**config.mk**
```make
export PLATFORM = sky130hd
export DESIGN_NAME = rpmc_color
export DESIGN_NICKNAME = d
export VERILOG_FILES = /design/src/sv/rpmc_pkg.sv /design/src/sv/rpmc_color.sv
export SDC_FILE = /design/constraint.sdc
export NUM_CORES = 2
export LEC_CHECK = 0
export BUFFER_PORTS_ARGS = -buffer_cell sky130_fd_sc_hd__buf_2
export CAP_MARGIN = 10
export CELL_PAD_IN_SITES_DETAIL_PLACEMENT = 0
export CELL_PAD_IN_SITES_GLOBAL_PLACEMENT = 1
export CORE_UTILIZATION = 51
export CTS_BUF_LIST = sky130_fd_sc_hd__clkbuf_4
export DETAILED_ROUTE_END_ITERATION = 16
export MAX_ROUTING_LAYER = met4
export PLACE_DENSITY = 0.82
export RECOVER_POWER = 50
export SYNTH_ARGS = -nofsm -noshare
export SYNTH_HDL_FRONTEND = slang
export SYNTH_SLANG_ARGS = --single-unit
export TNS_END_PERCENT = 30
```
**constraint.sdc**
```tcl
create_clock -name clock -period 6.2 [get_ports clock]
set_clock_uncertainty 0.15 [all_clocks]
set_input_delay 0 -clock clock [delete_from_list [all_inputs] [get_ports clock]]
set_output_delay 0 -clock clock [all_outputs]
set_load 0.02 [all_outputs]
```
**src/sv/rpmc_pkg.sv**
```systemverilog
// shared types, widths, mode codes and sepia constants of the pixel mode converter
// no dependencies; used by every module of the block by scoped names
package rpmc_pkg;

   // sample and field widths
   localparam int FIELD_W     = 16;
   localparam int SAMPLE_BITS = 16;
   localparam logic [FIELD_W-1:0] SAMPLE_MASK =
      FIELD_W'((17'd1 << SAMPLE_BITS) - 17'd1);
   localparam int NUM_CHAN    = 3;

   // configuration register indexes
   localparam int CSR_IDX_W = 2;
   localparam logic [CSR_IDX_W-1:0] REG_CONV_MODE   = 2'd0;
   localparam logic [CSR_IDX_W-1:0] REG_CHANNEL_SEL = 2'd1;
   localparam logic [CSR_IDX_W-1:0] REG_INPUT_MAX   = 2'd2;
   localparam logic [CSR_IDX_W-1:0] REG_GRAY_MAX    = 2'd3;

   // conversion modes
   localparam logic [2:0] MODE_BITMAP  = 3'd0;
   localparam logic [2:0] MODE_GRAY    = 3'd1;
   localparam logic [2:0] MODE_ISOLATE = 3'd2;
   localparam logic [2:0] MODE_REMOVE  = 3'd3;
   localparam logic [2:0] MODE_SEPIA   = 3'd4;

   // reset values
   localparam logic [FIELD_W-1:0] INPUT_MAX_RST = 16'd255;
   localparam logic [FIELD_W-1:0] GRAY_MAX_RST  = 16'd255;

   // arithmetic widths
   localparam int SUM_W       = FIELD_W + 2;          // r+g+b
   localparam int COEF_W      = 10;
   localparam int PROD_W      = FIELD_W + COEF_W;     // sample times coefficient
   localparam int SEPIA_SUM_W = PROD_W + 1;           // three products, < 2^27
   localparam int NUM_W       = SUM_W + FIELD_W;      // (r+g+b) * gray_max
   localparam int DEN_W       = FIELD_W + 2;          // 3 * input_max

   // sepia matrix, coefficients scaled by 1000, rows red/green/blue out
   localparam logic [COEF_W-1:0] SEPIA_COEF [NUM_CHAN][NUM_CHAN] = '{
      '{10'd393, 10'd769, 10'd189},
      '{10'd349, 10'd686, 10'd168},
      '{10'd272, 10'd534, 10'd131}
   };

   // divide by 1000 as multiply by ceil(2^37/1000), exact for sums below 2^27
   localparam int RECIP_W     = 28;
   localparam int SEPIA_SHIFT = 37;
   localparam logic [RECIP_W-1:0] SEPIA_RECIP = 28'd137438954;
   localparam int SCALED_W    = SEPIA_SUM_W + RECIP_W;
   localparam int SEPIA_Q_W   = SCALED_W - SEPIA_SHIFT;

   // gray divider: two quotient bits per stage after an overflow check stage
   localparam int QUO_BITS     = FIELD_W;
   localparam int DIV_PER_STG  = 2;
   localparam int DIV_STEPS    = QUO_BITS / DIV_PER_STG;
   localparam int DIV_LAT      = DIV_STEPS + 1;

   // pipeline latencies
   localparam int FRONT_LAT = 2;
   localparam int COLOR_LAT = 2;
   localparam int COLOR_DLY = DIV_LAT - COLOR_LAT;
   localparam int TOTAL_LAT = FRONT_LAT + DIV_LAT + 1;

   // configuration snapshot
   typedef struct packed {
      logic [2:0]         conv_mode;
      logic [1:0]         channel_sel;
      logic [FIELD_W-1:0] input_max;
      logic [FIELD_W-1:0] gray_max;
   } cfg_type;

   // front-end beat handed to the divider and color paths
   typedef struct packed {
      logic                                   valid;
      logic [NUM_CHAN-1:0][FIELD_W-1:0]       px;
      logic [NUM_CHAN-1:0][SEPIA_SUM_W-1:0]   sepia_sum;
      logic [NUM_W-1:0]                       gray_num;
      logic                                   bitmap;
   } front_type;

endpackage

```
**src/sv/rpmc_color.sv**
```systemverilog
// color path: sepia divide by 1000 via reciprocal, saturation, channel isolate/remove
// depends on rpmc_pkg
module rpmc_color (
   input  logic                                                 clock,
   input  rpmc_pkg::front_type                                  front,
   input  rpmc_pkg::cfg_type                                    cfg,
   output logic [rpmc_pkg::NUM_CHAN-1:0][rpmc_pkg::FIELD_W-1:0] color
);

   logic [rpmc_pkg::NUM_CHAN-1:0][rpmc_pkg::SCALED_W-1:0] scaled_ff, scaled_in;
   logic [rpmc_pkg::NUM_CHAN-1:0][rpmc_pkg::FIELD_W-1:0]  px_ff;
   logic [rpmc_pkg::NUM_CHAN-1:0][rpmc_pkg::FIELD_W-1:0]  color_ff, color_in;

   // stage a: reciprocal multiply
   always_comb begin
      for (int i = 0; i < rpmc_pkg::NUM_CHAN; i++) begin
         scaled_in[i] = rpmc_pkg::SCALED_W'(front.sepia_sum[i])
                      * rpmc_pkg::SCALED_W'(rpmc_pkg::SEPIA_RECIP);
      end
   end

   // stage b: quotient, saturate at input max, select by mode
   always_comb begin
      logic [rpmc_pkg::SEPIA_Q_W-1:0] q_v;
      logic [rpmc_pkg::FIELD_W-1:0]   sat_v;
      for (int k = 0; k < rpmc_pkg::NUM_CHAN; k++) begin
         q_v   = scaled_ff[k][rpmc_pkg::SCALED_W-1:rpmc_pkg::SEPIA_SHIFT];
         sat_v = (q_v > rpmc_pkg::SEPIA_Q_W'(cfg.input_max)) ? cfg.input_max
               : q_v[rpmc_pkg::FIELD_W-1:0];
         case (cfg.conv_mode)
            rpmc_pkg::MODE_ISOLATE: begin
               color_in[k] = (cfg.channel_sel == 2'(k)) ? px_ff[k] : '0;
            end
            rpmc_pkg::MODE_REMOVE: begin
               color_in[k] = (cfg.channel_sel == 2'(k)) ? '0 : px_ff[k];
            end
            rpmc_pkg::MODE_SEPIA: begin
               color_in[k] = sat_v & rpmc_pkg::SAMPLE_MASK;
            end
            default: begin
               color_in[k] = '0;
            end
         endcase
      end
   end

   // payload registers; alignment with the divider comes from the delay lines of the top level
   always_ff @(posedge clock) begin
      scaled_ff <= scaled_in;
      px_ff     <= front.px;
      color_ff  <= color_in;
   end

   assign color = color_ff;

endmodule

```
# After elaboration in Yosys (flattened, before gate mapping)
# Index checks and enable logic that the tools add are counted.
dict set report totals {
  output_inout_bits 48
  inputBits 203
  register_bits 258
  word_cells 33
}
dict set report op_classes {
  n_lt_le_gt_ge 3
  mux 12
  n_mul 3
  reduce_logical 1
  n_eq_ne 5
}
# op n
set ops {}
lappend ops {{27-bit by 27-bit multiplier with 54-bit output (second input constant)} 3}
lappend ops {{16-bit 2-to-1 mux} 9}
lappend ops {{16-bit case mux with 3 select lines} 3}
lappend ops {{18-bit by 16-bit > comparator with 1-bit output} 3}
lappend ops {{3-bit by 2-bit == test with 1-bit output (second input constant)} 2}
lappend ops {{3-bit == test (second input constant)} 1}
lappend ops {{2-bit by 1-bit == test with 1-bit output (second input constant)} 1}
lappend ops {{2-bit == test (second input constant)} 1}
lappend ops {{2-bit zero test} 1}

# Logic depth before layout (Yosys ltp)
dict set report depth {
  ltp_word 3
  ltp_mapped 23
  depth_no_buf 23
}

# Worst setup path after synthesis
# OpenSTA, ideal clock, no wires.
dict set report synth_timing {
  kind {input port to flip-flop}
  startpoint {input front[82] (netlist bit)}
  endpoint {register scaled_ff[103] (netlist bit)}
  required_time_ns 5.919
  slack_ns 0.585
  cell_stages 21
  t_arrival_ns 5.334
  n_path_buf 0
  setup_time_ns 0.131
  path_cell_list {ha_1 -> inv_1 -> fa_1 -> inv_1 -> ha_1 -> fa_1 -> fa_1 -> fa_1 -> inv_1 -> fa_1 -> inv_1 -> ha_1 -> a2111oi_0 -> o21ai_1 -> o22ai_1 -> a21boi_1 -> o31ai_1 -> a21oi_1 -> o41ai_2 -> o31ai_1 -> xor2_1}
}
# item line
set synth_rtl {}
lappend synth_rtl {{start, declared} rpmc_color.sv:5} ;# input rpmc_pkg::front_type front,
lappend synth_rtl {{end signal, assigned} rpmc_color.sv:49} ;# scaled_ff <= scaled_in;
lappend synth_rtl {{end, declared} rpmc_color.sv:10} ;# logic [rpmc_pkg::NUM_CHAN-1:0][rpmc_pkg::SCALED_W-1:0] scaled_ff, scaled_in;

==> flow_summary.toml <==
[setup_path]
startpoint = "front[61]"
cpPeakStageDelay_ns = 0.53
cp_max_fo = 10
worst-setup-path-type = "primary input to register"
required_ns = 6.56
worst_r2r_startpoint = "scaled_ff[150]$_DFF_P_"
r2r_cells = 11
critPathLaunchType = "primary input"
cpMaxStageDelayCell = "dlygate4sd3_1"
end_kind = "register"
cp.arrival_ns = 6.33
worstPathCellList = "dlygate4sd3_1, buf_2, ha_1, fa_1, inv_1, ha_1, fa_1, fa_1, fa_1, inv_1, fa_1, inv_1, ha_1, nand3_1, buf_4, a2111oi_2, nor3_2, o31ai_4, a211oi_4, or4_1, o21ai_1"
cp_common_cell = "fa_1"

[global_routing]
grt_first_pass_wirelength_um = 150800
grt_max_degree = 49
grt_antenna_before_repair = 2
overflow = 0
globalRouteTotalUtil_pct = 27.00
grt_pass1_vias = 28470

[placed_design]
portBuffers = 198
place.gp.congestion = 0.9601
dp.final_hpwl_um = 82900
place_area_um2 = 40140

[timing]
slew_violations = 0
fmax_mhz = 167.3
hold_violations = 0
fin_crit_ns = 5.977
setup_violations = 0
fin_crit_sh_pct = 96.41
tightest_slew_ns = 0.9350
slew_headroom_pct = 37.52

[drt]
final_antenna_net_count = 0
vias = 25750
wl_per_cell_um = 17.81
initialDrtViolationCount = 1048
totalWireLength_um = 92250
vias_per_cell = 4.971
drc = 0
firstDrtPassIters = 5

[synthesis]
synth_edf_count = 0
synth-async-reset-ratio_pct = 0
yosysUniqueCellTypes = 65
ys_warn_count = 0
synthCells = 3768
synth-seq-cells = 150
synth_top_cell_by_area = "fa_1"
yosysSeqAreaShare_pct = 8.063
synth_area_leaders = "fa_1 (36%), ha_1 (30%), inv_1 (13%)"
synth_area_um2 = 37240
avgSynthCellArea_um2 = 9.884
synth_top_area_share_pct = 36.28
synth_fp_nets = 5549
ys.flop_type = "dfxtp_1"

[clock_network]
cts_tree = "yes"
numCtsBuffers = 17
post_cts_buffers = 0
root_buffer = "clkbuf_4"
clk_pin_slew_ns = 0.16
htreeDepth = 4
clkLatencyLatePin_ns = 0.56
clock-sinks = 150
clock_path_buffers = 2

[run_status]
status = "finished, final reports clean"

[min_path]
hold_path_startpoint = "front[113]"
min_path_type = "primary input to register"
min_path_cells = 5

[floorplanning]
coreArea_um2 = 71850
rows = 98
die-area_um2 = 74110
die_y_um = 272.2
die_w_um = 272.2
start_util_pct = 51.83
io_pins = 251

[cells_and_area]
drive_gt1_share_pct = 6.955
final_area_um2 = 41780
layout_commonest_cell = "inv_1"
nets = 5995
layout_common_cells = "inv_1 (1308), ha_1 (903), fa_1 (675)"
area_growth_pct = 12.18

[run]
drv_cap = 0
## final timing paths
kind                                                to  slack (ns)
worst max register to register       color[38]$_DFF_P_        2.40
worst min register to register       color[10]$_DFF_P_        0.29
worst max-delay path             scaled_ff[53]$_DFF_P_        0.22
worst min-delay path            scaled_ff[162]$_DFF_P_        0.08
## synthesized netlist by cell type, types with 24 or more instances
cell and instances:
inv_1 1308, ha_1 903, fa_1 675, dfxtp_1 150, nand2_1 102, a21oi_1 93, o21ai_0 87, a21o_1 63
nor2_1 49, mux2i_1 48, nand4_1 28, nand3_1 26, xnor2_1 25, xor2_1 24
## registers in the layout (all words and copies together) (netlist names)
signal,cells
px_ff,48
color,48
scaled_ff,54
## timing repair
item	4_1_cts	5_1_grt
gates resized for setup	0	4
endpoints found under the hold margin	105	0
setup endpoints to repair	0	11
hold buffers	138	0
## worst max-delay path: cells and delay by family
family          cells  cell delay [ns]
compound gates      4             0.93
fa+ha+maj           8             3.48
buf+inv             6             1.14
simple gates        3             0.76
## final cells by class
| class | count | area, um^2 |
|---|---|---|
| Fill cell | 6351 | 30080 |
| Multi-Input combinational cell | 2298 | 29280 |
| Inverter | 1308 | 4910 |
| Timing Repair Buffer | 439 | 3083 |
| Sequential cell | 150 | 3003 |
| Tap cell | 950 | 1189 |
| Clock inverter | 15 | 178.9 |
| Clock buffer | 17 | 127.6 |
| Antenna cell | 2 | 5.005 |
## stage by stage
stage / util, % / hold WS (ns) / TNS [ns] / cells / worst slack (ns)
final: 58.14 / 0.07674 / 0 / 5179 / 0.2228
after global routing: 58.14 / 0.04819 / -0.005356 / 5179 / -0.005356
after CTS: 58.21 / 0.01642 / 0 / 5177 / 0.1508
after detailed placement: 55.86 / -0.04639 / 0 / 5007 / 0.06304
after global placement: 55.86 / -0.04672 / 0 / 5007 / 0.1308
after floorplan: - / -0.1223 / 0 / 3768 / 0.5850
## per-layer routing
metal | up-vias | global-route usage (%) | share of wire, %
met4 | 0 | 4.066 | 1.5
met5 | - | - | 0
met2 | 495 | 43.54 | 46
met1 | 12640 | 37.59 | 48
met3 | 97 | 2.610 | 4.0
li1 | 12510 | - | -
## cell families after synthesis
| kind of cell | Yosys count | share of synthesized area [%] |
|---|---|---|
| AND/OR/NAND/NOR | 278 | 3.558 |
| multiplexers | 48 | 1.290 |
| XOR/XNOR | 49 | 1.152 |
| buffers and inverters | 1320 | 13.33 |
| AO/OA/AOI/OAI | 345 | 5.980 |
| adder cells (fa/ha/maj) | 1578 | 66.62 |
| flip-flops | 150 | 8.063 |
Power is left out: the tool's default activity adds up to more than one toggle a clock period on the data nets, which glitch-free logic cannot reach.
