$ cat src/sv/rpmc_pkg.sv
// shared types, widths, mode codes and sepia constants of the pixel mode converter
// no dependencies; used by every module of the block by scoped names
package rpmc_pkg;

   // sample and field widths
   localparam int FIELD_W     = 16;
   localparam int SAMPLE_BITS = 16;
   localparam logic [FIELD_W-1:0] SAMPLE_MASK =
      FIELD_W'((17'd1 << SAMPLE_BITS) - 17'd1);
   localparam int NUM_CHAN    = 3;

   // configuration register indexes
   localparam int CSR_IDX_W = 2;
   localparam logic [CSR_IDX_W-1:0] REG_CONV_MODE   = 2'd0;
   localparam logic [CSR_IDX_W-1:0] REG_CHANNEL_SEL = 2'd1;
   localparam logic [CSR_IDX_W-1:0] REG_INPUT_MAX   = 2'd2;
   localparam logic [CSR_IDX_W-1:0] REG_GRAY_MAX    = 2'd3;

   // conversion modes
   localparam logic [2:0] MODE_BITMAP  = 3'd0;
   localparam logic [2:0] MODE_GRAY    = 3'd1;
   localparam logic [2:0] MODE_ISOLATE = 3'd2;
   localparam logic [2:0] MODE_REMOVE  = 3'd3;
   localparam logic [2:0] MODE_SEPIA   = 3'd4;

   // reset values
   localparam logic [FIELD_W-1:0] INPUT_MAX_RST = 16'd255;
   localparam logic [FIELD_W-1:0] GRAY_MAX_RST  = 16'd255;

   // arithmetic widths
   localparam int SUM_W       = FIELD_W + 2;          // r+g+b
   localparam int COEF_W      = 10;
   localparam int PROD_W      = FIELD_W + COEF_W;     // sample times coefficient
   localparam int SEPIA_SUM_W = PROD_W + 1;           // three products, < 2^27
   localparam int NUM_W       = SUM_W + FIELD_W;      // (r+g+b) * gray_max
   localparam int DEN_W       = FIELD_W + 2;          // 3 * input_max

   // sepia matrix, coefficients scaled by 1000, rows red/green/blue out
   localparam logic [COEF_W-1:0] SEPIA_COEF [NUM_CHAN][NUM_CHAN] = '{
      '{10'd393, 10'd769, 10'd189},
      '{10'd349, 10'd686, 10'd168},
      '{10'd272, 10'd534, 10'd131}
   };

   // divide by 1000 as multiply by ceil(2^37/1000), exact for sums below 2^27
   localparam int RECIP_W     = 28;
   localparam int SEPIA_SHIFT = 37;
   localparam logic [RECIP_W-1:0] SEPIA_RECIP = 28'd137438954;
   localparam int SCALED_W    = SEPIA_SUM_W + RECIP_W;
   localparam int SEPIA_Q_W   = SCALED_W - SEPIA_SHIFT;

   // gray divider: two quotient bits per stage after an overflow check stage
   localparam int QUO_BITS     = FIELD_W;
   localparam int DIV_PER_STG  = 2;
   localparam int DIV_STEPS    = QUO_BITS / DIV_PER_STG;
   localparam int DIV_LAT      = DIV_STEPS + 1;

   // pipeline latencies
   localparam int FRONT_LAT = 2;
   localparam int COLOR_LAT = 2;
   localparam int COLOR_DLY = DIV_LAT - COLOR_LAT;
   localparam int TOTAL_LAT = FRONT_LAT + DIV_LAT + 1;

   // configuration snapshot
   typedef struct packed {
      logic [2:0]         conv_mode;
      logic [1:0]         channel_sel;
      logic [FIELD_W-1:0] input_max;
      logic [FIELD_W-1:0] gray_max;
   } cfg_type;

   // front-end beat handed to the divider and color paths
   typedef struct packed {
      logic                                   valid;
      logic [NUM_CHAN-1:0][FIELD_W-1:0]       px;
      logic [NUM_CHAN-1:0][SEPIA_SUM_W-1:0]   sepia_sum;
      logic [NUM_W-1:0]                       gray_num;
      logic                                   bitmap;
   } front_type;

endpackage

$ cat src/sv/rpmc_front.sv
// front end: sample masking, channel sum, sepia products and sums, gray numerator, bitmap bit
// depends on rpmc_pkg
module rpmc_front (
   input  logic                                          clock,
   input  logic                                          reset,
   input  logic                                          in_valid,
   input  logic [rpmc_pkg::NUM_CHAN-1:0][rpmc_pkg::FIELD_W-1:0] in_px,
   input  rpmc_pkg::cfg_type                             cfg,
   output rpmc_pkg::front_type                           front
);

   // stage one registers
   logic s1_valid_ff, s1_valid_in;
   logic [rpmc_pkg::NUM_CHAN-1:0][rpmc_pkg::FIELD_W-1:0] s1_px_ff, s1_px_in;
   logic [rpmc_pkg::SUM_W-1:0] s1_sum_ff, s1_sum_in;
   logic [rpmc_pkg::NUM_CHAN-1:0][rpmc_pkg::NUM_CHAN-1:0][rpmc_pkg::PROD_W-1:0]
      s1_prod_ff, s1_prod_in;

   // stage two registers
   rpmc_pkg::front_type s2_ff, s2_in;
   logic [rpmc_pkg::SUM_W-1:0] thresh;

   // stage one: mask samples, sum channels, sepia products
   always_comb begin
      s1_valid_in = in_valid;
      for (int k = 0; k < rpmc_pkg::NUM_CHAN; k++) begin
         s1_px_in[k] = in_px[k] & rpmc_pkg::SAMPLE_MASK;
      end
      s1_sum_in = rpmc_pkg::SUM_W'(s1_px_in[0]) + rpmc_pkg::SUM_W'(s1_px_in[1])
                + rpmc_pkg::SUM_W'(s1_px_in[2]);
      for (int i = 0; i < rpmc_pkg::NUM_CHAN; i++) begin
         for (int k = 0; k < rpmc_pkg::NUM_CHAN; k++) begin
            s1_prod_in[i][k] = rpmc_pkg::PROD_W'(s1_px_in[k])
                             * rpmc_pkg::PROD_W'(rpmc_pkg::SEPIA_COEF[i][k]);
         end
      end
   end

   // bitmap threshold: floor(sum/3) < h is the same as sum < 3h
   assign thresh = (rpmc_pkg::SUM_W'(cfg.input_max[rpmc_pkg::FIELD_W-1:1]) << 1)
                 + rpmc_pkg::SUM_W'(cfg.input_max[rpmc_pkg::FIELD_W-1:1]);

   // stage two: sepia sums, gray numerator, bitmap bit
   always_comb begin
      s2_in.valid = s1_valid_ff;
      s2_in.px    = s1_px_ff;
      for (int i = 0; i < rpmc_pkg::NUM_CHAN; i++) begin
         s2_in.sepia_sum[i] = rpmc_pkg::SEPIA_SUM_W'(s1_prod_ff[i][0])
                            + rpmc_pkg::SEPIA_SUM_W'(s1_prod_ff[i][1])
                            + rpmc_pkg::SEPIA_SUM_W'(s1_prod_ff[i][2]);
      end
      s2_in.gray_num = rpmc_pkg::NUM_W'(s1_sum_ff) * rpmc_pkg::NUM_W'(cfg.gray_max);
      s2_in.bitmap   = (s1_sum_ff < thresh);
   end

   // stage registers; only the valid bits see reset
   always_ff @(posedge clock) begin
      if (reset) begin
         s1_valid_ff <= 1'b0;
         s2_ff.valid <= 1'b0;
      end else begin
         s1_valid_ff <= s1_valid_in;
         s2_ff.valid <= s2_in.valid;
      end
      s1_px_ff        <= s1_px_in;
      s1_sum_ff       <= s1_sum_in;
      s1_prod_ff      <= s1_prod_in;
      s2_ff.px        <= s2_in.px;
      s2_ff.sepia_sum <= s2_in.sepia_sum;
      s2_ff.gray_num  <= s2_in.gray_num;
      s2_ff.bitmap    <= s2_in.bitmap;
   end

   assign front = s2_ff;

endmodule

$ cat config.mk
export PLATFORM = sky130hd
export DESIGN_NAME = rpmc_front
export DESIGN_NICKNAME = d
export VERILOG_FILES = /design/src/sv/rpmc_pkg.sv /design/src/sv/rpmc_front.sv
export SDC_FILE = /design/constraint.sdc
export NUM_CORES = 2
export LEC_CHECK = 0
export BUFFER_PORTS_ARGS = -buffer_cell sky130_fd_sc_hd__buf_2
export CORE_MARGIN = 2
export CORE_UTILIZATION = 45
export DETAILED_ROUTE_END_ITERATION = 12
export PLACE_DENSITY = 0.66
export SLEW_MARGIN = 30
export SYNTH_ARGS = -nofsm -noshare
export SYNTH_HDL_FRONTEND = slang
export SYNTH_SLANG_ARGS = --single-unit
$ cat constraint.sdc
create_clock -name clock -period 14.1 [get_ports clock]
set_input_delay 2.82 -clock clock [delete_from_list [all_inputs] [get_ports clock]]
set_output_delay 2.82 -clock clock [all_outputs]
set_load 0.02 [all_outputs]
# --- Yosys cells after proc, flatten, opt, wreduce, memory -nomap -nowiden ---
# Cells that the tools add are included.
word_totals:
  inputBits: 88
  regBits: 448
  wordCells: 43
  output_inout_bits: 165
classes:
  order_cmp: 1
  multipliers: 10
  addsub: 9
op_table:
  columns: ["operator", "n"]
  rows:
  - ["16-bit by 9-bit multiplier with 25-bit output, second input constant", 4]
  - ["25-bit by 26-bit adder with 27-bit output", 3]
  - ["27-bit by 24-bit adder with 27-bit output", 3]
  - ["16-bit by 8-bit multiplier with 24-bit output, second input constant", 2]
  - ["16-bit by 5-bit multiplier with 21-bit output, second input constant", 2]
  - ["18-bit by 16-bit multiplier with 34-bit output", 1]
  - ["16-bit by 10-bit multiplier with 26-bit output, second input constant", 1]
  - ["17-bit by 16-bit adder with 18-bit output", 1]
  - ["18-bit by 17-bit < comparator with 1-bit output", 1]
  - ["16-bit by 15-bit adder with 17-bit output", 1]
  - ["16-bit by 16-bit adder with 17-bit output", 1]

# --- Longest topological paths before layout ---
logic_depth:
  depth_word: 2
  depth_mapped: 24
  mapped_depth_nobuf: 21

# --- Worst setup path before layout ---
# OpenSTA, ideal clock, no wires.
synth_timing:
  path_kind: "input to register"
  startpoint: "input cfg[7] in the netlist's numbering"
  endpoint: "register s2_ff (netlist bit front[34])"
  path_buffers: 2
  slack_ps: 5965
  arrival_time_ps: 8014
  cell_stages: 19
  cell_sequence: "clkbuf_1 > clkbuf_1 > nand2_1 > fa_1 > inv_1 > fa_1 > fa_1 > fa_1 > fa_1 > fa_1 > ha_1 > a21oi_1 > nor2_1 > a211oi_1 > a2bb2oi_1 > a31oi_1 > o31ai_1 > o21ai_1 > xnor2_1"
synth_lines:
  columns: ["item", "line_no", "source"]
  rows:
  - ["start: declaration", "rpmc_front.sv:8", "input rpmc_pkg::cfg_type cfg,"]
  - ["end: declaration", "rpmc_front.sv:20", "rpmc_pkg::front_type s2_ff, s2_in;"]

==> reports/qor.txt <==
Initial drt markers: 1516
WP buf/inv: 4
Post-CTS Setup Bufs: 0
Worst path max stage delay: 0.51 ns
Setup TNS: 0 ns
Top cells by count, synth: ha_1, inv_1, fa_1
Syn Area/Cell: 10.1 sq um
Nets: 5728
Cell repeated most along the worst path: fa_1
Critical path cell sequence: buf_2, nand2_1, fa_1, fa_1, fa_1, inv_1, fa_1, fa_1, inv_1, fa_1, inv_1, ha_1, a21oi_1, o21ai_0, a21oi_1, o211ai_1, a31oi_1, o21ai_0, a31oi_1, xnor2_1
Post-cts gate resize count: 0
Main synth FF type: dfxtp_1
Rel. slew slack: 43.1%
Root buf cell: clkbuf_16
Worst reg2reg setup slack: 7.62 ns
FMAX: 122 MHz
Post-detail-place hpwl: 83300 um
Final worst setup slack: 5.91 ns
Unrepaired setup endpoints after global routing: no
Critical path launch point: cfg[2]
H-Tree Level Count: 2
Yosys top cell area share: 25.8%
Initial Utilization: 45.4%
Final ANT Viol Nets: 0
Routed WL: 102000 um
Clock sinks: 420
First-pass GRT wire length: 163000 um
All-Layer GR Usage: 22.1%
Ys Warns: 0
Area delta synth->final: 10.4%
# Max-Cap Violations: 0
Status: complete, no violations
Placeable Area: 91700 sq um
Crit path to: front[29]
Biggest area consumer among synthesized cells: fa_1
Max Buffers Root-to-Sink: 3
Mapped Cells: 4131
Final setup viols: 0
Slowest cell on crit path: fa_1
Final Skew: 0.0479 ns
CP endpoint kind: register
Post-layout min period: 8.19 ns
EDFF count, synth: 0
GRT overflow: 0
Top post-synthesis cells by area: fa_1, ha_1, dfxtp_1
Crit path max fanout: 18
CTS tree: built
Hold Buf Count CTS: 0
Pin count of the biggest net entering global routing: 19
Clock Latency Late Sink: 0.65 ns
CP Launch Type: input port
Cell family with most CP delay: adder cells
Slew of the pin with the lowest slew margin: 0.853 ns
Worst-path clk slew: 0.06 ns
Die footprint: 94900 sq um
Vias: 29297
Yosys cell types: 88
Net count after synthesis: 5478
Worst-case reg-to-reg path depth: 20
Vias per inst: 5.22
IO Pins: 253
Worst Path Required: 14.63 ns
CP Class: input port to register
Ys async rst share: 0%
Standard-cell rows: 111
Hold WS: 0.321 ns
Layout cells sized above 1: 8.73%
Number of synthesized register bits: 420
Place WS: 5.23 ns
Reg2Reg Launch Point: s1_sum_ff[6]
WL/cell: 18.2 um
DR pass1 iterations: 7
Crit path depth: 20
Util after Layout: 50.1%
Num CTS Buffers: 51
Slew Limit Fails: 0
Worst Path Arrival: 8.72 ns
Synthesized cell area: 41600 sq um
Hold crit path type: register to register
Post-synthesis sequential area ratio: 20.2%
Port Buf Inserts: 246
Reg-to-reg endpoint: front[29]
Die Width: 308 um
GP Congestion: 0.901
Vias in the first global route: 30558
Detailed-route DRC error count: 0
Final period util: 58.1%
Initial antenna violation count: 4
Final hold vios: 0
Most instantiated library cell after synthesis: ha_1
DIE HEIGHT: 308 um
==> metrics by stage <==
| step | area, sq um | std cells |
|---|---|---|
| 2_1_floorplan | 41600 | 4131 |
| 3_3_place_gp | 44200 | 5514 |
| 3_5_place_dp | 44200 | 5514 |
| 4_1_cts | 45900 | 5608 |
| 5_1_grt | 45900 | 5608 |
| 6_report | 45900 | 5610 |
==> worst min-delay path by stage <==
stage               slack (ns)          from         end  depth (start not counted)
floorplan                 0.31   s1_px_ff[4]  front[120]                          0
global placement          0.31  s1_px_ff[31]  front[147]                          0
detailed placement        0.31  s1_px_ff[11]  front[127]                          0
CTS                       0.32  s1_px_ff[15]  front[131]                          0
global route              0.33  s1_px_ff[39]  front[155]                          0
finish                    0.32  s1_px_ff[15]  front[131]                          0
==> placed cells by master, fill, tap and decap left out, types with 71 or more instances in the layout <==
cell,n
xnor2_1,179
buf_2,246
o21ai_0,83
inv_1,675
dfxtp_1,420
a21o_1,104
nor2_1,131
and2_1,145
ha_1,723
nand2_1,259
xor2_1,71
a21oi_1,212
fa_1,536
==> worst reg2reg max path, stage by stage (launching register included) <==
cell	delay, ns
dfxtp_1	0.85
and2_1	0.26
fa_1	0.41
inv_1	0.08
fa_1	0.43
fa_1	0.53
inv_1	0.06
fa_1	0.45
fa_1	0.51
inv_1	0.05
fa_1	0.47
inv_1	0.04
ha_1	0.39
a21oi_1	0.19
o21ai_0	0.11
a21oi_1	0.33
o211ai_1	0.24
a31oi_1	0.40
o21ai_0	0.21
a31oi_1	0.24
xnor2_1	0.15
==> cells by family (layout without fill, tap and decap cells) <==
logic type | after synthesis | count (layout) | synth area share [%]
AO/OA/AOI/OAI | 680 | 680 | 11.0
multiplexers | 4 | 4 | 0.0992
AND/OR/NAND/NOR | 787 | 787 | 9.30
other | 0 | 2 | 0
XOR/XNOR | 250 | 250 | 5.26
adder cells (fa/ha/maj) | 1259 | 1259 | 47.5
flip-flops | 420 | 420 | 20.2
buffers and inverters | 731 | 1022 | 6.62
==> registers in the layout, indices dropped and copies added (netlist names) <==
register,flops
s1_px_ff,40
front,163
s1_valid_ff,1
s1_prod_ff,198
s1_sum_ff,18
==> area by class of cell <==
class                   count  area (sq um)
fillers                  8473         45700
multi-input cells        2980         30400
well taps                1186          1480
flip-flops and latches    420          8410
repair buffers            253          1280
inverters                 675          2530
clock buffers              67          1440
clock inverters            27           325
diodes                      2          5.00
==> metal layers <==
layer  wire [um]  vias up  track usage (%)
li1            -    14192                -
met1       42500    14328             26.6
met2       51400      589             40.3
met3        4350      186             2.77
met4        3930        2             8.27
met5           7        -                0
Power is left out: the tool's default activity adds up to more than one toggle a clock period on the data nets, which glitch-free logic cannot reach.
