<file path="config.mk">
export PLATFORM = sky130hd
export DESIGN_NAME = rpmc_gray_div
export DESIGN_NICKNAME = d
export VERILOG_FILES = /design/src/sv/rpmc_pkg.sv /design/src/sv/rpmc_gray_div.sv
export SDC_FILE = /design/constraint.sdc
export NUM_CORES = 1
export LEC_CHECK = 0
export BUFFER_PORTS_ARGS = -buffer_cell sky130_fd_sc_hd__buf_2
export CORE_MARGIN = 2
export CORE_UTILIZATION = 29
export CTS_CLUSTER_DIAMETER = 40
export DETAILED_ROUTE_END_ITERATION = 16
export MAX_ROUTING_LAYER = met4
export PLACE_DENSITY_LB_ADDON = 0.05
export SLEW_MARGIN = 20
export SYNTH_ARGS = -nofsm -noshare
export SYNTH_HDL_FRONTEND = slang
export SYNTH_SLANG_ARGS = --single-unit
</file>
<file path="constraint.sdc">
create_clock -name clock -period 14.8 [get_ports clock]
set_input_delay 1.48 -clock clock [delete_from_list [all_inputs] [get_ports clock]]
set_output_delay 1.48 -clock clock [all_outputs]
set_load 0.01 [all_outputs]
</file>
<file path="src/sv/rpmc_pkg.sv">
// shared types, widths, mode codes and sepia constants of the pixel mode converter
// no dependencies; used by every module of the block by scoped names
package rpmc_pkg;

   // sample and field widths
   localparam int FIELD_W     = 16;
   localparam int SAMPLE_BITS = 16;
   localparam logic [FIELD_W-1:0] SAMPLE_MASK =
      FIELD_W'((17'd1 << SAMPLE_BITS) - 17'd1);
   localparam int NUM_CHAN    = 3;

   // configuration register indexes
   localparam int CSR_IDX_W = 2;
   localparam logic [CSR_IDX_W-1:0] REG_CONV_MODE   = 2'd0;
   localparam logic [CSR_IDX_W-1:0] REG_CHANNEL_SEL = 2'd1;
   localparam logic [CSR_IDX_W-1:0] REG_INPUT_MAX   = 2'd2;
   localparam logic [CSR_IDX_W-1:0] REG_GRAY_MAX    = 2'd3;

   // conversion modes
   localparam logic [2:0] MODE_BITMAP  = 3'd0;
   localparam logic [2:0] MODE_GRAY    = 3'd1;
   localparam logic [2:0] MODE_ISOLATE = 3'd2;
   localparam logic [2:0] MODE_REMOVE  = 3'd3;
   localparam logic [2:0] MODE_SEPIA   = 3'd4;

   // reset values
   localparam logic [FIELD_W-1:0] INPUT_MAX_RST = 16'd255;
   localparam logic [FIELD_W-1:0] GRAY_MAX_RST  = 16'd255;

   // arithmetic widths
   localparam int SUM_W       = FIELD_W + 2;          // r+g+b
   localparam int COEF_W      = 10;
   localparam int PROD_W      = FIELD_W + COEF_W;     // sample times coefficient
   localparam int SEPIA_SUM_W = PROD_W + 1;           // three products, < 2^27
   localparam int NUM_W       = SUM_W + FIELD_W;      // (r+g+b) * gray_max
   localparam int DEN_W       = FIELD_W + 2;          // 3 * input_max

   // sepia matrix, coefficients scaled by 1000, rows red/green/blue out
   localparam logic [COEF_W-1:0] SEPIA_COEF [NUM_CHAN][NUM_CHAN] = '{
      '{10'd393, 10'd769, 10'd189},
      '{10'd349, 10'd686, 10'd168},
      '{10'd272, 10'd534, 10'd131}
   };

   // divide by 1000 as multiply by ceil(2^37/1000), exact for sums below 2^27
   localparam int RECIP_W     = 28;
   localparam int SEPIA_SHIFT = 37;
   localparam logic [RECIP_W-1:0] SEPIA_RECIP = 28'd137438954;
   localparam int SCALED_W    = SEPIA_SUM_W + RECIP_W;
   localparam int SEPIA_Q_W   = SCALED_W - SEPIA_SHIFT;

   // gray divider: two quotient bits per stage after an overflow check stage
   localparam int QUO_BITS     = FIELD_W;
   localparam int DIV_PER_STG  = 2;
   localparam int DIV_STEPS    = QUO_BITS / DIV_PER_STG;
   localparam int DIV_LAT      = DIV_STEPS + 1;

   // pipeline latencies
   localparam int FRONT_LAT = 2;
   localparam int COLOR_LAT = 2;
   localparam int COLOR_DLY = DIV_LAT - COLOR_LAT;
   localparam int TOTAL_LAT = FRONT_LAT + DIV_LAT + 1;

   // configuration snapshot
   typedef struct packed {
      logic [2:0]         conv_mode;
      logic [1:0]         channel_sel;
      logic [FIELD_W-1:0] input_max;
      logic [FIELD_W-1:0] gray_max;
   } cfg_type;

   // front-end beat handed to the divider and color paths
   typedef struct packed {
      logic                                   valid;
      logic [NUM_CHAN-1:0][FIELD_W-1:0]       px;
      logic [NUM_CHAN-1:0][SEPIA_SUM_W-1:0]   sepia_sum;
      logic [NUM_W-1:0]                       gray_num;
      logic                                   bitmap;
   } front_type;

endpackage

</file>
<file path="src/sv/rpmc_gray_div.sv">
// pipelined restoring divider for the gray level: overflow stage, then two bits a stage
// depends on rpmc_pkg
module rpmc_gray_div (
   input  logic                            clock,
   input  logic                            reset,
   input  logic                            in_valid,
   input  logic [rpmc_pkg::NUM_W-1:0]      num,
   input  logic [rpmc_pkg::DEN_W-1:0]      den,
   output logic                            out_valid,
   output logic [rpmc_pkg::QUO_BITS-1:0]   quo,
   output logic                            ovf
);

   logic [rpmc_pkg::DIV_LAT-1:0] valid_ff, valid_in;
   logic [rpmc_pkg::DIV_LAT-1:0] ovf_ff, ovf_in;
   logic [rpmc_pkg::DIV_LAT-1:0][rpmc_pkg::NUM_W-1:0]    rem_ff, rem_in;
   logic [rpmc_pkg::DIV_LAT-1:0][rpmc_pkg::QUO_BITS-1:0] quo_ff, quo_in;

   // stage zero flags quotients that do not fit, including a zero divisor
   always_comb begin
      logic [rpmc_pkg::NUM_W-1:0]    rem_v;
      logic [rpmc_pkg::QUO_BITS-1:0] quo_v;
      logic [rpmc_pkg::NUM_W-1:0]    sub_v;
      valid_in[0] = in_valid;
      ovf_in[0]   = (num >= {den, rpmc_pkg::QUO_BITS'(0)});
      rem_in[0]   = num;
      quo_in[0]   = '0;
      // each later stage resolves two quotient bits, high bits first
      for (int j = 1; j < rpmc_pkg::DIV_LAT; j++) begin
         rem_v = rem_ff[j-1];
         quo_v = quo_ff[j-1];
         for (int s = 0; s < rpmc_pkg::DIV_PER_STG; s++) begin
            sub_v = rpmc_pkg::NUM_W'(den)
                  << (rpmc_pkg::QUO_BITS - 1 - (j - 1) * rpmc_pkg::DIV_PER_STG - s);
            if (rem_v >= sub_v) begin
               rem_v = rem_v - sub_v;
               quo_v = quo_v | (rpmc_pkg::QUO_BITS'(1)
                  << (rpmc_pkg::QUO_BITS - 1 - (j - 1) * rpmc_pkg::DIV_PER_STG - s));
            end
         end
         valid_in[j] = valid_ff[j-1];
         ovf_in[j]   = ovf_ff[j-1];
         rem_in[j]   = rem_v;
         quo_in[j]   = quo_v;
      end
   end

   // valid bits
   always_ff @(posedge clock) begin
      if (reset) begin
         valid_ff <= '0;
      end else begin
         valid_ff <= valid_in;
      end
   end

   // stage payload
   always_ff @(posedge clock) begin
      ovf_ff <= ovf_in;
      rem_ff <= rem_in;
      quo_ff <= quo_in;
   end

   assign out_valid = valid_ff[rpmc_pkg::DIV_LAT-1];
   assign quo       = quo_ff[rpmc_pkg::DIV_LAT-1];
   assign ovf       = ovf_ff[rpmc_pkg::DIV_LAT-1];

endmodule

</file>
* After elaboration in Yosys (flattened, before gate mapping) *
Index checks and enable logic that the tools add are counted.
W data, S select, Z words.

operators by class
  magnitude comparators = 17
  $add $sub $neg = 15
  multiplexer cells = 23

operator list
  kind              count
  $mux W34          15
  $ge A34 B18 Y1    1
  $ge A34 B19 Y1    1
  $ge A34 B20 Y1    1
  $ge A34 B21 Y1    1
  $ge A34 B22 Y1    1
  $ge A34 B23 Y1    1
  $ge A34 B24 Y1    1
  $ge A34 B25 Y1    1
  $ge A34 B26 Y1    1
  $ge A34 B27 Y1    1
  $ge A34 B28 Y1    1
  $ge A34 B29 Y1    1
  $ge A34 B30 Y1    1
  $ge A34 B31 Y1    1
  $ge A34 B32 Y1    1
  $ge A34 B33 Y1    1
  $ge A34 B34 Y1    1
  $sub A34 B19 Y34  1
  $sub A34 B20 Y34  1
  $sub A34 B21 Y34  1
  $sub A34 B22 Y34  1
  $sub A34 B23 Y34  1
  $sub A34 B24 Y34  1
  other kinds (17)  17

storage, ports and cells
  output and inout port bits = 18
  register bits = 418
  input bits = 55

* Longest topological paths before layout *
Gate-level depths: netlist of run 1.

  depth in word-level cells = 4
  depth in mapped cells = 28
  depth with buffers taken out = 25

* Worst setup path after synthesis of run 1 *
No wires, ideal clock.

  path kind = in2reg
  start point = in den[1] (netlist name)
  end point = reg rem_ff[212] (netlist name)
  slack = 6.588 ns
  data arrival time = 8.088 ns
  stages = 24
  path buffers = 4
  path through = inv_1 > ha_1 > nor2b_1 > o31a_1 > o221a_2 > o31a_1 > nor2_4 > clkbuf_1 > clkbuf_1 > mux2_2 > ha_1 > a21o_1 > a221oi_1 > o211ai_1 > a21oi_1 > o21ai_0 > o41ai_1 > nand4_1 > nor3_1 > and3_1 > buf_4 > inv_2 > buf_2 > mux2_1

RTL lines
  element                 RTL line             RTL
  start: declaration      rpmc_gray_div.sv:8   input logic [rpmc_pkg::DEN_W-1:0] den,
  end signal: assignment  rpmc_gray_div.sv:60  rem_ff <= rem_in;
  end: declaration        rpmc_gray_div.sv:16  logic [rpmc_pkg::DIV_LAT-1:0][rpmc_pkg::NUM_W-1:0] rem_ff, rem_in;

==> results of run 1 <==
-- logic make-up after synthesis --
logic type      share of synthesized area [%]
simple gates                             19.9
compound gates                           22.5
flops                                    26.9
fa+ha+maj                                15.3
xor+xnor                                 8.98
buf+inv                                  3.31
mux                                      3.02
-- sequential cells by signal (all words and copies together) (netlist names) --
register and count:
ovf_ff 9, quo 16, quo_ff 56, rem_ff 272, valid_ff 9
-- cell type report --
type	count	area, µm²	share of cell area [%]
repair buffers	106	616	1.94
inverters	132	495	1.56
clock inverters	61	787	2.48
multi-input cells	2696	18800	59.3
diodes	1	2.50	0.00789
clock buffers	95	2220	7.00
well taps	1243	1560	4.90
flip-flops and latches	362	7250	22.8
-- worst paths after layout --
check	start	end	slack [ns]	cells past startpoint
worst min register to register	quo_ff[31]	quo_ff[47]	0.32	0
worst max-delay path	den[1]	rem_ff[225]	6.46	23
worst max register to register	rem_ff[197]	rem_ff[225]	7.09	20
worst min-delay path	quo_ff[31]	quo_ff[47]	0.32	0
-- power breakdown --
| group | total (mW) | switching, mW | leakage, nW | internal [mW] |
|---|---|---|---|---|
| Sequential | 1.62 | 0.268 | 3.03 | 1.35 |
| Clock | 1.92 | 0.671 | 1.45 | 1.25 |
| Combinational | 5.98 | 3.40 | 8.98 | 2.58 |
| Total | 9.52 | 4.34 | 13.5 | 5.18 |
-- through the flow --
stage                     util, %  setup WS, ns  power (mW)  hold WS (ns)
final                        34.6          6.46        9.52         0.315
after global routing         34.6          5.85        10.4         0.321
after CTS                    34.6          6.45        9.61         0.315
after detailed placement     31.3          5.82        7.60         0.312
after global placement       31.3          5.95        7.59         0.310
after floorplan                 -          6.59        6.16         0.310
-- per-layer routing --
layer	global-route usage (%)	up-vias	share of wire [%]
met5	-	-	0
met3	3.01	125	3.6
met2	31.9	404	48
li1	-	12200	-
met1	24.1	11500	47
met4	5.25	0	2.2
-- worst register-to-register path, stage by stage, from the launching register on --
cell      delay (ns)
dfxtp_1         0.40
or4_1           0.59
or4_1           0.49
nor4_1          0.44
o21ai_1         0.23
nor2_4          0.68
inv_2           0.25
nor2_1          0.16
a21oi_1         0.10
fa_1            0.46
a21o_1          0.20
a221oi_1        0.59
o211ai_1        0.19
a21oi_1         0.33
o21ai_0         0.21
o41ai_1         0.39
nand4_1         0.22
nor3_1          0.40
and3_1          0.48
inv_2           0.35
mux2_1          0.40
-- placed cells by master, fill, tap and decap left out, types with 83 or more instances in the layout --
| cell type | netlist | routed |
|---|---|---|
| dfxtp_1 | 362 | 362 |
| xor2_1 | 104 | 104 |
| clkbuf_16 | 0 | 83 |
| a21o_1 | 118 | 118 |
| inv_1 | 125 | 124 |
| o21ai_0 | 175 | 175 |
| ha_1 | 306 | 306 |
| a21oi_1 | 299 | 298 |
| nor2_1 | 257 | 257 |
| xnor2_1 | 172 | 172 |
| nand2_1 | 293 | 293 |
==> summary.md, run 1 <==
| Metric | Value |
|---|---|
| Cell family with most CP delay | compound AO/OA/AOI/OAI gates |
| CP peak stage delay | around 0.67 ns |
| Crit path kind | input pin to flop |
| Placed cell areas | 28,700 µm² |
| CP max-delay cell | nor2_4 |
| CTS clock-pin slew for the worst setup and hold paths | ~0.050 ns |
| Status | finished clean |
| Starting Density | slightly below 30% |
| Distinct cells, synth | 90 |
| CP Cell Sequence | buf_2 -> inv_2 -> ha_1 -> nor2b_1 -> o31a_1 -> o221a_2 -> o31a_1 -> nor2_4 -> inv_2 -> nor2_1 -> a21oi_1 -> fa_1 -> a21o_1 -> a221oi_1 -> o211ai_1 -> a21oi_1 -> o21ai_0 -> o41ai_1 -> nand4_1 -> nor3_1 -> and3_1 -> inv_2 -> mux2_1 |
| Tcrit/Tclk final | a little under three fifths |
| Post-Route WL | between 80,000 and 90,000 µm |
| Share of layout cells above drive strength 1 | 10.7% |
| Post-Syn Area | around 27,000 µm² |
| CTS tree | done |
| Remaining design rule violation count | 0 |
| Worst clock skew | about 0.052 ns |
| Synth Flop Type | dfxtp_1 |
| CTS max path bufs | 3 |
| First-pass GRT wire length | between 100,000 and 150,000 µm |
| Fill cells | about 9,700 |
| Peak Freq | 120 MHz |
| Worst-case vdd ir drop | around 180 µV |
| Inst Count DP | between 4,000 and 5,000 |
| Largest net degree at the start of global routing | 40 |
| Most frequent cell on the critical path | inv_2 |
| Cts repair resizes | 0 |
| Layout Nets | ~3,800 |
| Syn Nets | between 3,000 and 4,000 |
| Final Hold Violating Endpoints | 0 |
| Port Buf Inserts | between 70 and 80 |
| Mapped Cells | about 3,300 |
| Setup crit end kind | flop |
| Setup_tns | 0 ns |
| Core ar. | between 90,000 and 100,000 µm² |
| Yosys top cell area share | a little over a quarter |
| CTS Sinks | roughly 360 |
| Worst Path Max Fanout | 37 |
| DIE HEIGHT | around 310 µm |
| Postcts setup bufs | 0 |
| Crit start category | input pin |
| RSZ-0062 raised after global routing | no |
| Yosys warns | 0 |
| Top post-synthesis cells by area | dfxtp_1 (27%), ha_1 (14%), xnor2_1 (5.6%), a21oi_1 (5.6%), nand2_1 (4.1%) |
| Die ar. | roughly 95,000 µm² |
| EDFF count, synth | 0 |
| Buf/Inv on CP | 4 |
| Area Overhead vs Synth | 17.9% |
| Critical Path RT | roughly 15 ns |
| Cell area after layout | between 30,000 and 40,000 µm² |
| Final non-filler cell total | about 4,700 |
| Root Driver | clkbuf_16 |
| Boundary pin count | between 70 and 80 |
| Slew margin rel. | approximately a third |
| Site row count | between 100 and 150 |
| Cell leakage power | 13.5 nW |
| Initial DRC count | around 1,300 |
| Worst min path class | flop to flop |
| Critical path arrival | just under 9 ns |
| Number of setup violations in the final report | 0 |
| Worst-Skew Late Latency | about 0.66 ns |
| Gr usage total | between 10% and 20% |
| Die width | about 300 µm |
| Total CTS buffers | 83 |
| First-pass DRT Iterations | 5 |
| Syn Area/Cell | between 8 and 9 µm² |
| Cell with the most instances after synthesis | dfxtp_1 |
| Global placement routability congestion | 0.843 |
| Max_cap viols | 0 |
| Worst slew pin tran | 0.985 ns |
| Total global routing overflow | 0 |
| Routed vias/inst | 5.16 |
| Post-synth ARST share | 0% |
| Initial antenna violation count | 2 |
| WL/cell | ~19 µm |
| Vias in the first global route | roughly 24,000 |
| Slew Viols, Final | 0 |
| Antenna Violating Nets Remaining | 0 |
| Post-synth top cells | dfxtp_1 (362), ha_1 (306), a21oi_1 (299) |
| Leading area contributor after synthesis | dfxtp_1 |
| Sequential-to-total area share from yosys stat | 26.9% |
| CTS Hold Bufs | 0 |
| Via Count | 24,200 |
| H-tree depth reported by CTS | 3 |
| Final Critical Period | 8.34 ns |
| Dpl hpwl | 68,900 µm |
| Pwr dens | between 300 and 400 nW/µm² |
| Synth Register Bits | between 300 and 400 |
Power figures use the tool's default switching activity.
==> run 2, diff against run 1 <==
==> constraint.sdc (replaced) <==
create_clock -name clock -period 7.9 [get_ports clock]
set_input_delay 0.79 -clock clock [delete_from_list [all_inputs] [get_ports clock]]
set_output_delay 0.79 -clock clock [all_outputs]
set_load 0.01 [all_outputs]
==> run 2 against run 1 <==
Against the previous run: global-route usage rose by 0.60 points; via count rose by 1.0%; count of clock-buffer cells in the layout rose by 1; final area rose by 1.3%; cell count rose by 0.66%; hold slack got worse by 0.065 ns; critical endpoint is now rem_ff[165].
==> summary.md, run 2 (synthesis results as in run 1) <==
| Metric | Value |
|---|---|
| CTS Sinks | 362 (unchanged) |
| Area Overhead vs Synth | 19.4% |
| Routed vias/inst | 5.18 (+0.38%) |
| Site row count | 111 (unchanged) |
| DIE HEIGHT | 309 µm (unchanged) |
| Core ar. | 91,800 µm² (unchanged) |
| Final Hold Violating Endpoints | 0 (unchanged) |
| Cts repair resizes | 0 (unchanged) |
| Postcts setup bufs | 0 (unchanged) |
| Cell leakage power | 13.7 nW (+1.7%) |
| Via Count | 24,500 (+1.0%) |
| CTS tree | done |
| Starting Density | 29.3% (unchanged) |
| First-pass GRT wire length | 140,000 µm (+1.3%) |
| Crit path kind | input pin to flop |
| ANT cells | 0 (-1) |
| Global placement routability congestion | 0.882 (+4.6%) |
| Slew Viols, Final | 0 (unchanged) |
| Largest register FFs | 272 (unchanged) |
| Status | finished clean |
| Boundary pin count | 73 (unchanged) |
| Layout Nets | 3,791 (+0.90%) |
| Initial DRC count | 1,506 (+13%) |
| Dpl hpwl | 74,200 µm (+7.6%) |
| Fill cells | 9,553 (-1.2%) |
| Share of layout cells above drive strength 1 | 11.5% (+0.70 points) |
| Top reg by flops | rem_ff |
| Multi-input logic area | 18,800 µm² (unchanged) |
| Port Buf Inserts | 72 (unchanged) |
| Total global routing overflow | 0 (unchanged) |
| Worst slew pin tran | 0.971 ns (-0.0137 ns) |
| Met3 Usage GRT | 3.69% (+0.68 points) |
| Final Critical Period | between 6 and 7 ns |
| Commonest non-fill, non-tap cell in the layout | dfxtp_1 |
| Worst-Skew Late Latency | 0.67 ns (about the same) |
| First-pass DRT Iterations | 6 (+1) |
| WL/cell | 19.6 µm (+3.5%) |
| Worst-case vdd ir drop | 375 µV (+110%) |
| Largest net degree at the start of global routing | 33 (-18%) |
| Final core utilization | 35.0% (+0.44 points) |
| Cell family with most CP delay | compound AO/OA/AOI/OAI gates |
| Worst clock skew | 0.0494 ns (-0.00305 ns) |
| Gr usage total | 19.8% (+0.60 points) |
| Slew margin rel. | 34.7% (+0.39 points) |
| Initial antenna violation count | 1 (-1) |
| Reg area | 7250 µm² (unchanged) |
| Cell area after layout | 32,100 µm² (+1.3%) |
| Antenna Violating Nets Remaining | 0 (unchanged) |
| CP peak stage delay | 0.50 ns (-0.17 ns) |
| Pwr dens | 565 nW/µm² (+88%) |
| Placed cell areas | 29,000 µm² (+0.98%) |
| Met1 Track Usage GR | 24.1% (-0.033 points) |
| Most crowded layer after global routing | met2 |
| H-tree depth reported by CTS | 3 (unchanged) |
| Crit start category | input pin |
| Max_cap viols | 0 (unchanged) |
| CTS max path bufs | 3 (unchanged) |
| Critical path arrival | 7.15 ns (-1.68 ns) |
| Root Driver | clkbuf_16 |
| Peak Freq | 151 MHz |
| Tcrit/Tclk final | 83.7% |
| CTS Hold Bufs | 0 (unchanged) |
| Critical Path RT | 8.43 ns (-6.86 ns) |
| Most frequent cells in the layout | dfxtp_1 (362), ha_1 (306), a21oi_1 (298) |
| CP Cell Sequence | buf_2 -> inv_2 -> buf_4 -> ha_1 -> nor2b_1 -> o31a_1 -> o31a_1 -> a21bo_2 -> a21oi_2 -> o21ai_0 -> fa_1 -> a21o_1 -> a221oi_1 -> nor2b_1 -> o31ai_1 -> a21oi_1 -> a41oi_1 -> and4b_1 -> and4_1 -> and4_1 -> inv_2 -> and2_1 -> xnor2_1 |
| Vias in the first global route | 24,100 (+0.41%) |
| Buf/Inv on CP | 4 (unchanged) |
| GR Util met2 | 33.0% (+1.1 points) |
| Total CTS buffers | 83 (unchanged) |
| CP max-delay cell | fa_1 |
| RSZ-0062 raised after global routing | no |
| CTS clock-pin slew for the worst setup and hold paths | 0.05 ns (about the same) |
| Worst Path Max Fanout | 25 (-32%) |
| Number of setup violations in the final report | 0 (unchanged) |
| Setup_tns | 0 ns (unchanged) |
| Worst min path class | input pin to flop |
| Post-Route WL | 92,600 µm (+4.2%) |
| Tot Pwr | 18.1 mW (+91%) |
| Die ar. | 95,200 µm² (unchanged) |
| Hold slack | 0.250 ns (-0.0651 ns) |
| Remaining design rule violation count | 0 (unchanged) |
| Die width | 309 µm (unchanged) |
| Setup crit end kind | flop |
## run 2: cell types whose count changed in the layout (fill, tap and decap cells not counted)
cell	change
diode_2	-1
inv_6	-4
clkinv_2	-1
inv_8	+4
clkbuf_8	-3
clkinvlp_4	-2
buf_12	+2
clkinv_4	-7
clkbuf_1	+4
clkinv_16	+1
bufinv_16	+7
inv_16	-1
buf_4	+32
## run 2: final cells by class
class / instances / area share [%]
Clock inverter: 58 / 2.91
Tap cell: 1243 / 4.84
Inverter: 132 / 1.54
Multi-Input combinational cell: 2696 / 58.5
Sequential cell: 362 / 22.6
Clock buffer: 96 / 6.84
Timing Repair Buffer: 140 / 2.79
## run 2: power breakdown
part,internal (mW),total (mW),switching (mW)
clock,2.54,3.81,1.27
sequential,2.53,3.03,0.504
combinational,4.88,11.3,6.43
## run 2: metrics by stage
step           instances  setup slack (ns)
2_1_floorplan       3272             0.379
3_3_place_gp        4573             0.614
3_5_place_dp        4573             0.618
4_1_cts             4727              1.29
5_1_grt             4727             0.739
6_report            4727              1.28
## run 2: final timing paths
check                           cells after the start   startpoint  slack (ns)           to
worst min register to register                      0  rem_ff[140]        0.31  rem_ff[174]
worst max-delay path                               23       den[1]        1.28  rem_ff[165]
worst max register to register                     20  rem_ff[211]        1.35  rem_ff[254]
worst min-delay path                                1      num[14]        0.25   rem_ff[14]
## run 2: routing by layer
layer | vias up | share of wire, %
met5 | - | 0
met4 | 0 | 3.3
met3 | 148 | 4.8
met2 | 505 | 47
met1 | 11500 | 45
li1 | 12300 | -
